## config.mk

```make
export PLATFORM = sky130hd
export DESIGN_NAME = key_button_state_tracker
export DESIGN_NICKNAME = d
export VERILOG_FILES = /design/src/design/kbst_pkg.sv /design/src/design/kbst_front.sv /design/src/design/kbst_table.sv /design/src/design/kbst_back.sv /design/src/design/key_button_state_tracker.sv
export SDC_FILE = /design/constraint.sdc
export NUM_CORES = 1
export LEC_CHECK = 0
export BUFFER_PORTS_ARGS = -buffer_cell sky130_fd_sc_hd__buf_2
export CAP_MARGIN = 20
export CORE_MARGIN = 1.5
export CORE_UTILIZATION = 50
export CTS_BUF_LIST = sky130_fd_sc_hd__clkbuf_2 sky130_fd_sc_hd__clkbuf_4 sky130_fd_sc_hd__clkbuf_8
export DETAILED_ROUTE_END_ITERATION = 6
export HOLD_SLACK_MARGIN = 0.08
export PLACE_DENSITY = 0.71
export REMOVE_ABC_BUFFERS = 1
export SYNTH_ARGS = -nofsm -noshare
export SYNTH_HDL_FRONTEND = slang
export SYNTH_SLANG_ARGS = --single-unit
```

## constraint.sdc

```tcl
create_clock -name clk -period 10 [get_ports clk]
set_input_delay 0.5 -clock clk [delete_from_list [all_inputs] [get_ports clk]]
set_output_delay 0.5 -clock clk [all_outputs]
set_load 0.02 [all_outputs]
```

## src/design/kbst_pkg.sv

```systemverilog
package kbst_pkg;

	// Field widths
	localparam int OP_W    = 3;
	localparam int CODE_W  = 25;
	localparam int POS_W   = 16;
	localparam int DELTA_W = POS_W + 1;
	localparam int STATE_W = 3;

	// Command queue between front and back
	localparam int QUEUE_DEPTH = 2;

	// Operation codes
	localparam logic [OP_W-1:0] OP_PRESS   = 3'd0;
	localparam logic [OP_W-1:0] OP_RELEASE = 3'd1;
	localparam logic [OP_W-1:0] OP_TICK    = 3'd2;
	localparam logic [OP_W-1:0] OP_QUERY   = 3'd3;
	localparam logic [OP_W-1:0] OP_CLEAR   = 3'd4;
	localparam logic [OP_W-1:0] OP_NOP     = 3'd7;

	// Entry state codes
	localparam logic [STATE_W-1:0] ST_INVALID      = 3'd0;
	localparam logic [STATE_W-1:0] ST_REGISTERED   = 3'd1;
	localparam logic [STATE_W-1:0] ST_TRIGGERED    = 3'd2;
	localparam logic [STATE_W-1:0] ST_PRESSED      = 3'd3;
	localparam logic [STATE_W-1:0] ST_UNREGISTERED = 3'd4;
	localparam logic [STATE_W-1:0] ST_RELEASED     = 3'd5;

	// Decoded command as queued by the front
	typedef struct packed {
		logic [OP_W-1:0]   op;
		logic              device;
		logic [CODE_W-1:0] code;
		logic [POS_W-1:0]  cur_x;
		logic [POS_W-1:0]  cur_y;
	} cmd_t;

	// Sequencer to table control
	typedef struct packed {
		logic              lookup;
		logic              apply;
		logic              active;
		logic [OP_W-1:0]   op;
		logic [CODE_W-1:0] code;
	} tbl_ctl_t;

	// Table lookup status
	typedef struct packed {
		logic               hit;
		logic               room;
		logic [STATE_W-1:0] state;
	} tbl_stat_t;

endpackage

```

## src/design/kbst_front.sv

```systemverilog
module kbst_front (
	input  logic                            clk,
	input  logic                            arst_n,
	input  logic                            in_valid,
	output logic                            in_ready,
	input  logic [kbst_pkg::OP_W-1:0]       operation,
	input  logic                            device,
	input  logic [kbst_pkg::CODE_W-1:0]     input_code,
	input  logic signed [kbst_pkg::POS_W-1:0] cursor_x,
	input  logic signed [kbst_pkg::POS_W-1:0] cursor_y,
	output logic                            q_valid,
	output kbst_pkg::cmd_t                  q_data,
	input  logic                            q_pop
);

	localparam int PTR_W = $clog2(kbst_pkg::QUEUE_DEPTH);

	kbst_pkg::cmd_t         slot_q [kbst_pkg::QUEUE_DEPTH];
	logic [PTR_W-1:0]       wr_ptr_q;
	logic [PTR_W-1:0]       rd_ptr_q;
	logic [PTR_W:0]         count_q;
	logic                   push;
	logic [kbst_pkg::OP_W-1:0] op_c;
	kbst_pkg::cmd_t         cmd_c;

	// Classify: unused operation codes become a no-op
	always_comb begin
		if (operation <= kbst_pkg::OP_CLEAR) begin
			op_c = operation;
		end else begin
			op_c = kbst_pkg::OP_NOP;
		end
		cmd_c.op     = op_c;
		cmd_c.device = device;
		cmd_c.code   = input_code;
		cmd_c.cur_x  = cursor_x;
		cmd_c.cur_y  = cursor_y;
	end

	assign in_ready = (count_q != (PTR_W+1)'(kbst_pkg::QUEUE_DEPTH));
	assign push     = in_valid && in_ready;
	assign q_valid  = (count_q != '0);
	assign q_data   = slot_q[rd_ptr_q];

	// Queue storage
	always_ff @(posedge clk) begin
		if (push) begin
			slot_q[wr_ptr_q] <= cmd_c;
		end
	end

	// Queue pointers and fill count
	always_ff @(posedge clk or negedge arst_n) begin
		if (!arst_n) begin
			wr_ptr_q <= '0;
			rd_ptr_q <= '0;
			count_q  <= '0;
		end else begin
			if (push) begin
				if (wr_ptr_q == PTR_W'(kbst_pkg::QUEUE_DEPTH - 1)) begin
					wr_ptr_q <= '0;
				end else begin
					wr_ptr_q <= wr_ptr_q + PTR_W'(1);
				end
			end
			if (q_pop) begin
				if (rd_ptr_q == PTR_W'(kbst_pkg::QUEUE_DEPTH - 1)) begin
					rd_ptr_q <= '0;
				end else begin
					rd_ptr_q <= rd_ptr_q + PTR_W'(1);
				end
			end
			if (push && !q_pop) begin
				count_q <= count_q + (PTR_W+1)'(1);
			end else if (!push && q_pop) begin
				count_q <= count_q - (PTR_W+1)'(1);
			end
		end
	end

endmodule

```

## src/design/kbst_table.sv

```systemverilog
module kbst_table #(
	parameter int SLOTS = 16
) (
	input  logic                clk,
	input  logic                arst_n,
	input  kbst_pkg::tbl_ctl_t  ctl,
	output kbst_pkg::tbl_stat_t stat
);

	logic [SLOTS-1:0]                 valid_q;
	logic [SLOTS-1:0]                 match_q;
	logic [SLOTS-1:0]                 free_q;
	logic [SLOTS-1:0]                 pick;
	logic [kbst_pkg::CODE_W-1:0]      code_q  [SLOTS];
	logic [kbst_pkg::STATE_W-1:0]     state_q [SLOTS];
	logic [kbst_pkg::STATE_W-1:0]     rd_state;
	logic                             do_insert;

	// Per-entry compare, latched for the apply cycle
	always_ff @(posedge clk or negedge arst_n) begin
		if (!arst_n) begin
			match_q <= '0;
			free_q  <= '0;
		end else if (ctl.lookup) begin
			for (int i = 0; i < SLOTS; i++) begin
				match_q[i] <= valid_q[i] && (code_q[i] == ctl.code);
			end
			free_q <= ~valid_q;
		end
	end

	// Lowest free entry, one-hot
	assign pick = free_q & ((~free_q) + SLOTS'(1));

	// State of the matching entry (codes are unique per table)
	always_comb begin
		rd_state = kbst_pkg::ST_INVALID;
		for (int i = 0; i < SLOTS; i++) begin
			if (match_q[i]) begin
				rd_state = rd_state | state_q[i];
			end
		end
	end

	assign stat.hit   = |match_q;
	assign stat.room  = |free_q;
	assign stat.state = rd_state;

	assign do_insert = ctl.apply && ctl.active && (ctl.op == kbst_pkg::OP_PRESS) && !stat.hit;

	// Valid bits
	always_ff @(posedge clk or negedge arst_n) begin
		if (!arst_n) begin
			valid_q <= '0;
		end else if (ctl.apply) begin
			case (ctl.op)
				kbst_pkg::OP_PRESS: begin
					if (do_insert) begin
						valid_q <= valid_q | pick;
					end
				end
				kbst_pkg::OP_TICK: begin
					for (int i = 0; i < SLOTS; i++) begin
						if (state_q[i] == kbst_pkg::ST_RELEASED) begin
							valid_q[i] <= 1'b0;
						end
					end
				end
				kbst_pkg::OP_CLEAR: begin
					valid_q <= '0;
				end
				default: begin
				end
			endcase
		end
	end

	// Entry codes and states
	always_ff @(posedge clk) begin
		for (int i = 0; i < SLOTS; i++) begin
			if (ctl.apply) begin
				case (ctl.op)
					kbst_pkg::OP_PRESS: begin
						if (do_insert && pick[i]) begin
							code_q[i]  <= ctl.code;
							state_q[i] <= kbst_pkg::ST_REGISTERED;
						end
					end
					kbst_pkg::OP_RELEASE: begin
						if (ctl.active && match_q[i]) begin
							state_q[i] <= kbst_pkg::ST_UNREGISTERED;
						end
					end
					kbst_pkg::OP_TICK: begin
						case (state_q[i])
							kbst_pkg::ST_REGISTERED:   state_q[i] <= kbst_pkg::ST_TRIGGERED;
							kbst_pkg::ST_TRIGGERED:    state_q[i] <= kbst_pkg::ST_PRESSED;
							kbst_pkg::ST_UNREGISTERED: state_q[i] <= kbst_pkg::ST_RELEASED;
							default: begin
							end
						endcase
					end
					default: begin
					end
				endcase
			end
		end
	end

endmodule

```

## src/design/kbst_back.sv

```systemverilog
module kbst_back (
	input  logic                                clk,
	input  logic                                arst_n,
	input  logic                                q_valid,
	input  kbst_pkg::cmd_t                      q_data,
	output logic                                q_pop,
	output kbst_pkg::tbl_ctl_t                  key_ctl,
	output kbst_pkg::tbl_ctl_t                  btn_ctl,
	input  kbst_pkg::tbl_stat_t                 key_stat,
	input  kbst_pkg::tbl_stat_t                 btn_stat,
	output logic                                out_valid,
	input  logic                                out_ready,
	output logic [kbst_pkg::STATE_W-1:0]        input_state,
	output logic signed [kbst_pkg::DELTA_W-1:0] delta_x,
	output logic signed [kbst_pkg::DELTA_W-1:0] delta_y,
	output logic                                table_full
);

	localparam logic [1:0] S_IDLE = 2'd0;
	localparam logic [1:0] S_LOOK = 2'd1;
	localparam logic [1:0] S_EXEC = 2'd2;

	logic [1:0]                         state_q;
	kbst_pkg::cmd_t                     cmd_s1;
	logic                               exec_go;
	kbst_pkg::tbl_stat_t                sel_stat;
	logic [kbst_pkg::POS_W-1:0]         cur_x_q;
	logic [kbst_pkg::POS_W-1:0]         cur_y_q;
	logic [kbst_pkg::DELTA_W-1:0]       dlt_x_q;
	logic [kbst_pkg::DELTA_W-1:0]       dlt_y_q;
	logic [kbst_pkg::DELTA_W-1:0]       dx_new;
	logic [kbst_pkg::DELTA_W-1:0]       dy_new;
	logic                               is_tick;
	logic                               out_valid_q;
	logic [kbst_pkg::STATE_W-1:0]       state_out_q;
	logic [kbst_pkg::DELTA_W-1:0]       dx_out_q;
	logic [kbst_pkg::DELTA_W-1:0]       dy_out_q;
	logic                               full_out_q;

	assign q_pop   = (state_q == S_IDLE) && q_valid;
	assign exec_go = (state_q == S_EXEC) && (!out_valid_q || out_ready);
	assign is_tick = (cmd_s1.op == kbst_pkg::OP_TICK);

	// Table control
	always_comb begin
		key_ctl.lookup = (state_q == S_LOOK);
		key_ctl.apply  = exec_go;
		key_ctl.active = !cmd_s1.device;
		key_ctl.op     = cmd_s1.op;
		key_ctl.code   = cmd_s1.code;
		btn_ctl        = key_ctl;
		btn_ctl.active = cmd_s1.device;
	end

	assign sel_stat = cmd_s1.device ? btn_stat : key_stat;

	// Cursor movement, sign-extended difference
	assign dx_new = {cmd_s1.cur_x[kbst_pkg::POS_W-1], cmd_s1.cur_x}
		- {cur_x_q[kbst_pkg::POS_W-1], cur_x_q};
	assign dy_new = {cmd_s1.cur_y[kbst_pkg::POS_W-1], cmd_s1.cur_y}
		- {cur_y_q[kbst_pkg::POS_W-1], cur_y_q};

	// Command latch
	always_ff @(posedge clk) begin
		if (q_pop) begin
			cmd_s1 <= q_data;
		end
	end

	// Sequencer
	always_ff @(posedge clk or negedge arst_n) begin
		if (!arst_n) begin
			state_q <= S_IDLE;
		end else begin
			case (state_q)
				S_IDLE: begin
					if (q_valid) begin
						state_q <= S_LOOK;
					end
				end
				S_LOOK: begin
					state_q <= S_EXEC;
				end
				S_EXEC: begin
					if (exec_go) begin
						state_q <= S_IDLE;
					end
				end
				default: begin
					state_q <= S_IDLE;
				end
			endcase
		end
	end

	// Cursor and stored delta
	always_ff @(posedge clk or negedge arst_n) begin
		if (!arst_n) begin
			cur_x_q <= '0;
			cur_y_q <= '0;
			dlt_x_q <= '0;
			dlt_y_q <= '0;
		end else if (exec_go && is_tick) begin
			cur_x_q <= cmd_s1.cur_x;
			cur_y_q <= cmd_s1.cur_y;
			dlt_x_q <= dx_new;
			dlt_y_q <= dy_new;
		end
	end

	// Output register
	always_ff @(posedge clk or negedge arst_n) begin
		if (!arst_n) begin
			out_valid_q <= 1'b0;
		end else if (exec_go) begin
			out_valid_q <= 1'b1;
		end else if (out_ready) begin
			out_valid_q <= 1'b0;
		end
	end

	always_ff @(posedge clk) begin
		if (exec_go) begin
			if (cmd_s1.op == kbst_pkg::OP_QUERY) begin
				state_out_q <= sel_stat.state;
			end else begin
				state_out_q <= kbst_pkg::ST_INVALID;
			end
			full_out_q <= (cmd_s1.op == kbst_pkg::OP_PRESS) && !sel_stat.hit && !sel_stat.room;
			dx_out_q   <= is_tick ? dx_new : dlt_x_q;
			dy_out_q   <= is_tick ? dy_new : dlt_y_q;
		end
	end

	assign out_valid   = out_valid_q;
	assign input_state = state_out_q;
	assign delta_x     = dx_out_q;
	assign delta_y     = dy_out_q;
	assign table_full  = full_out_q;

endmodule

```

## src/design/key_button_state_tracker.sv

```systemverilog
// Held-key and held-button tracker.
// Input channel (in_valid/in_ready) takes one command per transfer: press,
// release, tick, query or clear, with a device bit choosing the key table or
// the button table, a code, and the cursor position used by tick.
// Output channel (out_valid/out_ready) returns one result per command: the
// queried state (invalid otherwise), the stored mouse delta and a flag for a
// press dropped because its table had no free entry.
// Each command passes through the queue slot, the command latch, the compare
// registers and the output register. The sequencer works on one command at a
// time (pop, parallel compare of all entries, apply) before popping the next.
// A two-entry command queue sits between input and sequencer, so commands
// are still taken while a result waits on a stalled receiver; the sequencer
// holds its apply step until the output register is free, then the queue
// fills and in_ready drops.
// Reset empties both tables, zeroes cursor and delta, and clears the queue
// and output register; no sweep is needed after reset.
module key_button_state_tracker #(
	parameter int KEY_SLOTS    = 16,
	parameter int BUTTON_SLOTS = 8
) (
	input  logic                                clk,
	input  logic                                arst_n,
	input  logic                                in_valid,
	output logic                                in_ready,
	input  logic [kbst_pkg::OP_W-1:0]           operation,
	input  logic                                device,
	input  logic [kbst_pkg::CODE_W-1:0]         input_code,
	input  logic signed [kbst_pkg::POS_W-1:0]   cursor_x,
	input  logic signed [kbst_pkg::POS_W-1:0]   cursor_y,
	output logic                                out_valid,
	input  logic                                out_ready,
	output logic [kbst_pkg::STATE_W-1:0]        input_state,
	output logic signed [kbst_pkg::DELTA_W-1:0] delta_x,
	output logic signed [kbst_pkg::DELTA_W-1:0] delta_y,
	output logic                                table_full
);

	logic                q_valid;
	logic                q_pop;
	kbst_pkg::cmd_t      q_data;
	kbst_pkg::tbl_ctl_t  key_ctl;
	kbst_pkg::tbl_ctl_t  btn_ctl;
	kbst_pkg::tbl_stat_t key_stat;
	kbst_pkg::tbl_stat_t btn_stat;

	// Decode and command queue
	kbst_front u_front (
		.clk        (clk),
		.arst_n     (arst_n),
		.in_valid   (in_valid),
		.in_ready   (in_ready),
		.operation  (operation),
		.device     (device),
		.input_code (input_code),
		.cursor_x   (cursor_x),
		.cursor_y   (cursor_y),
		.q_valid    (q_valid),
		.q_data     (q_data),
		.q_pop      (q_pop)
	);

	// Keyboard key table
	kbst_table #(.SLOTS(KEY_SLOTS)) u_key_table (
		.clk    (clk),
		.arst_n (arst_n),
		.ctl    (key_ctl),
		.stat   (key_stat)
	);

	// Mouse button table
	kbst_table #(.SLOTS(BUTTON_SLOTS)) u_btn_table (
		.clk    (clk),
		.arst_n (arst_n),
		.ctl    (btn_ctl),
		.stat   (btn_stat)
	);

	// Sequencer, cursor delta and result register
	kbst_back u_back (
		.clk         (clk),
		.arst_n      (arst_n),
		.q_valid     (q_valid),
		.q_data      (q_data),
		.q_pop       (q_pop),
		.key_ctl     (key_ctl),
		.btn_ctl     (btn_ctl),
		.key_stat    (key_stat),
		.btn_stat    (btn_stat),
		.out_valid   (out_valid),
		.out_ready   (out_ready),
		.input_state (input_state),
		.delta_x     (delta_x),
		.delta_y     (delta_y),
		.table_full  (table_full)
	);

endmodule

```

# Word level (Yosys, flattened, before mapping)

Memory sizes are Yosys's and may differ from the RTL's. A register that Yosys moved wholly into a read port is not among the register bits.
Cells that the tools add are included.
Widths: inputs -> output; s select.

RAM bits: 794
Memories: 5
Flip-flop bits (word level): 183
Bits of input ports: 65

Memories:

| name                | words | width | rd ports | clocked after memory_dff | write ports | line             | source |
|---|---|---|---|---|---|---|---|
| u_key_table.code_q  | 16    | 25    | 16       | 0                        | 1           | kbst_table.sv:14 | `logic [kbst_pkg::CODE_W-1:0] code_q [SLOTS];` |
| u_btn_table.code_q  | 8     | 25    | 8        | 0                        | 1           | kbst_table.sv:14 |  |
| u_front.slot_q      | 2     | 61    | 1        | 1                        | 1           | kbst_front.sv:18 | `kbst_pkg::cmd_t slot_q [kbst_pkg::QUEUE_DEPTH];` |
| u_key_table.state_q | 16    | 3     | 16       | 0                        | 16          | kbst_table.sv:15 | `logic [kbst_pkg::STATE_W-1:0] state_q [SLOTS];` |
| u_btn_table.state_q | 8     | 3     | 8        | 0                        | 8           | kbst_table.sv:15 |  |

Reductions and logical operators: 152
Muxes and demuxes: 709
Eq/ne operators: 155
Magnitude comparators: 1
Bitwise gates (word level): 126
Add/subtract/negate cells: 8

Operator list:

| kind                  | count |
|---|---|
| $eq 25x25->1          | 24 |
| $mux 25               | 22 |
| $reduce_or 25->1      | 22 |
| $mux 1                | 532 |
| $mux 3                | 128 |
| $eq 3x3->1 const B    | 49 |
| $or 1x1->1            | 96 |
| $reduce_and 4->1      | 24 |
| $logic_and 1x1->1     | 86 |
| $eq 3x2->1 const B    | 26 |
| $eq 3x1->1 const B    | 25 |
| $or 3x3->3            | 22 |
| $mux 4                | 15 |
| $ne 2x2->1 const B    | 27 |
| $pmux 16 s3           | 1 |
| $mux 17               | 2 |
| $sub 16x16->17        | 2 |
| $not 16->16           | 2 |
| $reduce_or 16->1      | 2 |
| $pmux 8 s3            | 1 |
| $add 16x1->16 const B | 1 |
| $and 16x16->16        | 1 |
| $mux 16               | 1 |
| $not 8->8             | 2 |
| other kinds (23)      | 38 |

# Longest topological paths before layout

Depth after elaboration: 35
Mapped depth: 9
Mapped depth without buffers: 9

# By module

From an unflattened synthesis, not the netlist that was laid out.

Cell total of the unflattened synthesis: 3,248
Area, all modules: 46,027.9 sq um

By module, submodules not included:

| module                   | cells an instance | instances | area an instance (sq um) |
|---|---|---|---|
| kbst_table (u_key_table) | 1,555             | 1         | 22,031.1 |
| kbst_table (u_btn_table) | 742               | 1         | 10,906.7 |
| kbst_back                | 740               | 1         | 8,174.1 |
| kbst_front               | 211               | 1         | 4,916.0 |

# Least setup slack after synthesis

OpenSTA, ideal clock, no wires.

Path kind: flip-flop to flip-flop
Start: register u_front.count_q[0]
End: memory u_front.slot_q[0][0] in the netlist's numbering, enable pin
Data arrival time: 3,353 ps
Path buffers: 0
Slack: 6,166 ps
Clock period less this slack: 3,834 ps
Library setup time: 480 ps
Cell stages (with the launch flop): 4
Data required time: 9,520 ps
Cell sequence: dfrtp_1 > nand2b_1 > nand2_1 > nor2_1

Word-level cells in the longest chain between the ends: 4

RTL lines:

| what                         | line                           | source |
|---|---|---|
| start, declared              | kbst_front.sv:21               | `logic [PTR_W:0] count_q;` |
| start signal, assigned       | kbst_front.sv:74               | `count_q <= count_q + (PTR_W+1)'(1);` |
| start signal, assigned       | kbst_front.sv:76               | `count_q <= count_q - (PTR_W+1)'(1);` |
| $ne 2x2->1                   | kbst_front.sv:40               | `assign in_ready = (count_q != (PTR_W+1)'(kbst_pkg::QUEUE_DEPTH));` |
| via in_ready                 | key_button_state_tracker.sv:24 | `output logic in_ready,` |
| $logic_and 1x1->1            | kbst_front.sv:41               | `assign push = in_valid && in_ready;` |
| $mux 1                       | kbst_front.sv:47               | `if (push) begin` |
| $mux 1 (implied by the code) | kbst_front.sv:48               | `slot_q[wr_ptr_q] <= cmd_c;` |
| end, declared                | kbst_front.sv:18               |  |

The timed path passes the listed nets, and every way through them passes these cells.

==> metrics <==
clock-pin slew on the worst setup and hold paths 0.06 ns; reg2reg path depth 5; initial antenna violation count 3; CTS root buf clkbuf_8; most frequent cell after synthesis edfxtp_1; measured slew at the worst slew-check pin 1.10 ns; Slew HR 24.7%; vias in the first global route 25,700; core area 88,400 sq um; first-pass GRT wire length ~150 mm; CP startpoint u_back.btn_ctl[25]$_DFFE_PP_; crit path cell chain or3b_2, nor2_4, buf_4, o21ai_0, nand3b_1; Num CTS Buffers 162; Final Hold Fails 0; slowest CP cell buf_4; RSZ-0062 raised after global routing false; xor-xnor portion of the synthesized cell area roughly 13%; failing checks DRC; kind of start point of the critical path register; cell type with the highest aggregate area in the netlist edfxtp_1; Slew Viols, Final 0; Post-CTS Hold Fix Bufs 64; H-tree depth 4; starting density of the core 50.4%; Synth Instances 3,110; main combinational cell family by area after synthesis XOR/XNOR gates; Port-buffer cells roughly 100; Die Height 302 microns; maximum buffer depth of the clock tree 3; EDFF count, synth approximately 890; multi-input logic area 13,300 sq um; Yosys Warn Count 0; GP Congestion 0.868; clk_skew 0.0404 ns; Arr. time, crit path 3.74 ns; Worst R2R Start u_back.btn_ctl[25]$_DFFE_PP_; final antenna-violating net count 0; Synth top area share 60.2%; Final period util 32.1%; pwr dens 288 nW/um^2; WL final 100 mm; top cells by count, synth edfxtp_1, xnor2_1, nand2_1; cts repair resizes 0; #FFs+latches synth between 1,000 and 1,500; Synth Area in Compound Gates 5.77%; main area contributors after synthesis edfxtp_1, xnor2_1, dfrtp_1; critical path's largest stage delay 0.83 ns; Post-Synth Simple-Gate Area 8.49%; CTS tree yes; WP data required 10.53 ns; crit path capture type register; VDD IR max 0.282 mV; row count 109; Power Total 0.0147 W; DRC 2; post-synth cell types 82; FF-to-FF End u_key_table.state_q[0][6]$_SDFFCE_PP1P_; Die X 302 microns; flop2flop setup slack roughly 6.8 ns; clock sinks 1,038; GRT overflow 0; Crit Path Category reg -> reg; outcome finished with violations; largest net degree at the start of global routing 101; Skew-Pair Late Insertion Delay 0.83 ns; sequential fraction of the synthesis area around two thirds; total track usage 22.3%; max frequency 0.312 GHz; vias between 20,000 and 30,000; Setup violations, final 0; mean area per synthesized cell 14.3 sq um; synthesized-area fraction occupied by adder cells 1.02%; Fillers 6,841; fraction of layout cells with a size suffix above 1 approximately 16%; # Post-CTS Setup Buffers 0; nets roughly 3,500; DR WL/cell 21.5 microns; Seq. cell area around 30,000 sq um; DP Cell Count 4,293; Post-synth top flop edfxtp_1; ys async rst share 14.0%; P_leak 16.9 nW; die area 90,900 sq um; multiplexer area fraction after synthesis 1.59%; HP Class in -> async; post-synthesis cell area 44,600 sq um; post-DP HPWL 58.8 mm; post-DR vias/cell 5.63; # Max-Cap Violations 0; DRT Pass-1 Iters 7; Final Non-Filler Cells 4,678; 1st-iter DRT viols 2,584; Final TNS setup 0 ns; Synth-to-Final Area Change 14.3%; Tmin final 3.21 ns; I/O pins between 100 and 150; Max FO, Critical Path 100
## metrics by stage
step	instance area [sq um]	hold slack (ns)	setup slack, ns	utilization (%)
after CTS	50500	0.128	6.12	57.2
after detailed placement	46500	0.462	5.99	52.6
after floorplan	43900	0.204	5.56	-
final	50900	0.160	6.79	57.6
after global placement	46400	0.456	6.04	52.5
after global routing	50900	0.182	6.57	57.6
## flip-flops by register name (all words and copies together), names as in the netlist, 2 cells and up
| signal | cells |
|---|---|
| u_back.cmd_s1 | 32 |
| u_key_table.code_q | 400 |
| u_btn_table.match_q | 8 |
| u_back.cur_y_q | 16 |
| u_btn_table.state_q | 24 |
| u_back.delta_x | 17 |
| u_back.delta_y | 17 |
| u_back.dlt_y_q | 17 |
| u_key_table.free_q | 16 |
| u_key_table.state_q | 48 |
| u_front.slot_q | 122 |
| u_key_table.match_q | 16 |
| u_btn_table.code_q | 200 |
| u_front.count_q | 2 |
| u_btn_table.free_q | 8 |
| u_back.btn_ctl | 29 |
| u_back.cur_x_q | 16 |
| u_back.state_q | 2 |
| u_btn_table.valid_q | 8 |
| u_back.input_state | 3 |
| u_key_table.valid_q | 16 |
| u_back.dlt_x_q | 17 |
## where the power goes
group | switching (W) | internal (W) | leakage (nW) | total (W)
logic | 0.00321 | 0.00172 | 5.22 | 0.00494
registers | 0.000345 | 0.00574 | 9.91 | 0.00608
clock network | 0.00166 | 0.00200 | 1.81 | 0.00366
## cells in the final DEF (no fill, tap or decap), types with 65 or more instances in the layout
cell / netlist / layout
buf_2: 59 / 103
buf_4: 6 / 68
clkbuf_4: 0 / 65
clkbuf_8: 0 / 181
dfrtp_1: 145 / 144
edfxtp_1: 893 / 893
nand2_1: 201 / 201
nand4_1: 147 / 147
nor2_1: 89 / 82
o21ai_0: 148 / 148
xnor2_1: 605 / 605
## area by class of cell
cell class | count | area share, %
clock buffers | 246 | 5.85
inverters | 52 | 0.383
flip-flops and latches | 1038 | 59.8
diodes | 3 | 0.0147
multi-input cells | 1862 | 26.1
clock inverters | 56 | 0.813
repair buffers | 256 | 4.24
well taps | 1165 | 2.86
## routing by layer
| metal | GRT usage [%] | routed length [microns] | vias to the layer above |
|---|---|---|---|
| met5 | 0 | 0 | - |
| met4 | 8.18 | 2490 | 0 |
| met3 | 3.95 | 7240 | 176 |
| met2 | 33.7 | 45600 | 1020 |
| met1 | 32.5 | 45000 | 13100 |
| li1 | - | - | 12100 |
## worst max-delay path, delay by kind of cell (launching register included)
kind	cells	cell delay, ns
flops	1	0.56
simple gates	3	1.18
buf+inv	1	0.83
compound gates	1	0.27
## logic make-up (layout without fill, tap and decap cells)
kind of cell             after synthesis  after routing
flip-flops                          1038           1038
AO/OA/AOI/OAI                        395            395
buffers and inverters                210            610
AND/OR/NAND/NOR                      717            717
other                                  0              3
adder cells (fa/ha/maj)               35             35
XOR/XNOR                             652            652
multiplexers                          63             63
## worst max path at each step
stage / end / slack [ns]
detailed placement: u_key_table.state_q[0][12]$_SDFFCE_PP1P_ / 5.99
global placement: u_key_table.state_q[0][3]$_SDFFCE_PP1P_ / 6.04
CTS: u_key_table.state_q[0][12]$_SDFFCE_PP1P_ / 6.12
global route: u_key_table.state_q[0][6]$_SDFFCE_PP1P_ / 6.57
finish: u_key_table.state_q[0][6]$_SDFFCE_PP1P_ / 6.79
floorplan: u_btn_table.state_q[1][0]$_SDFFCE_PP1P_ / 5.56
Power figures use the tool's default switching activity.
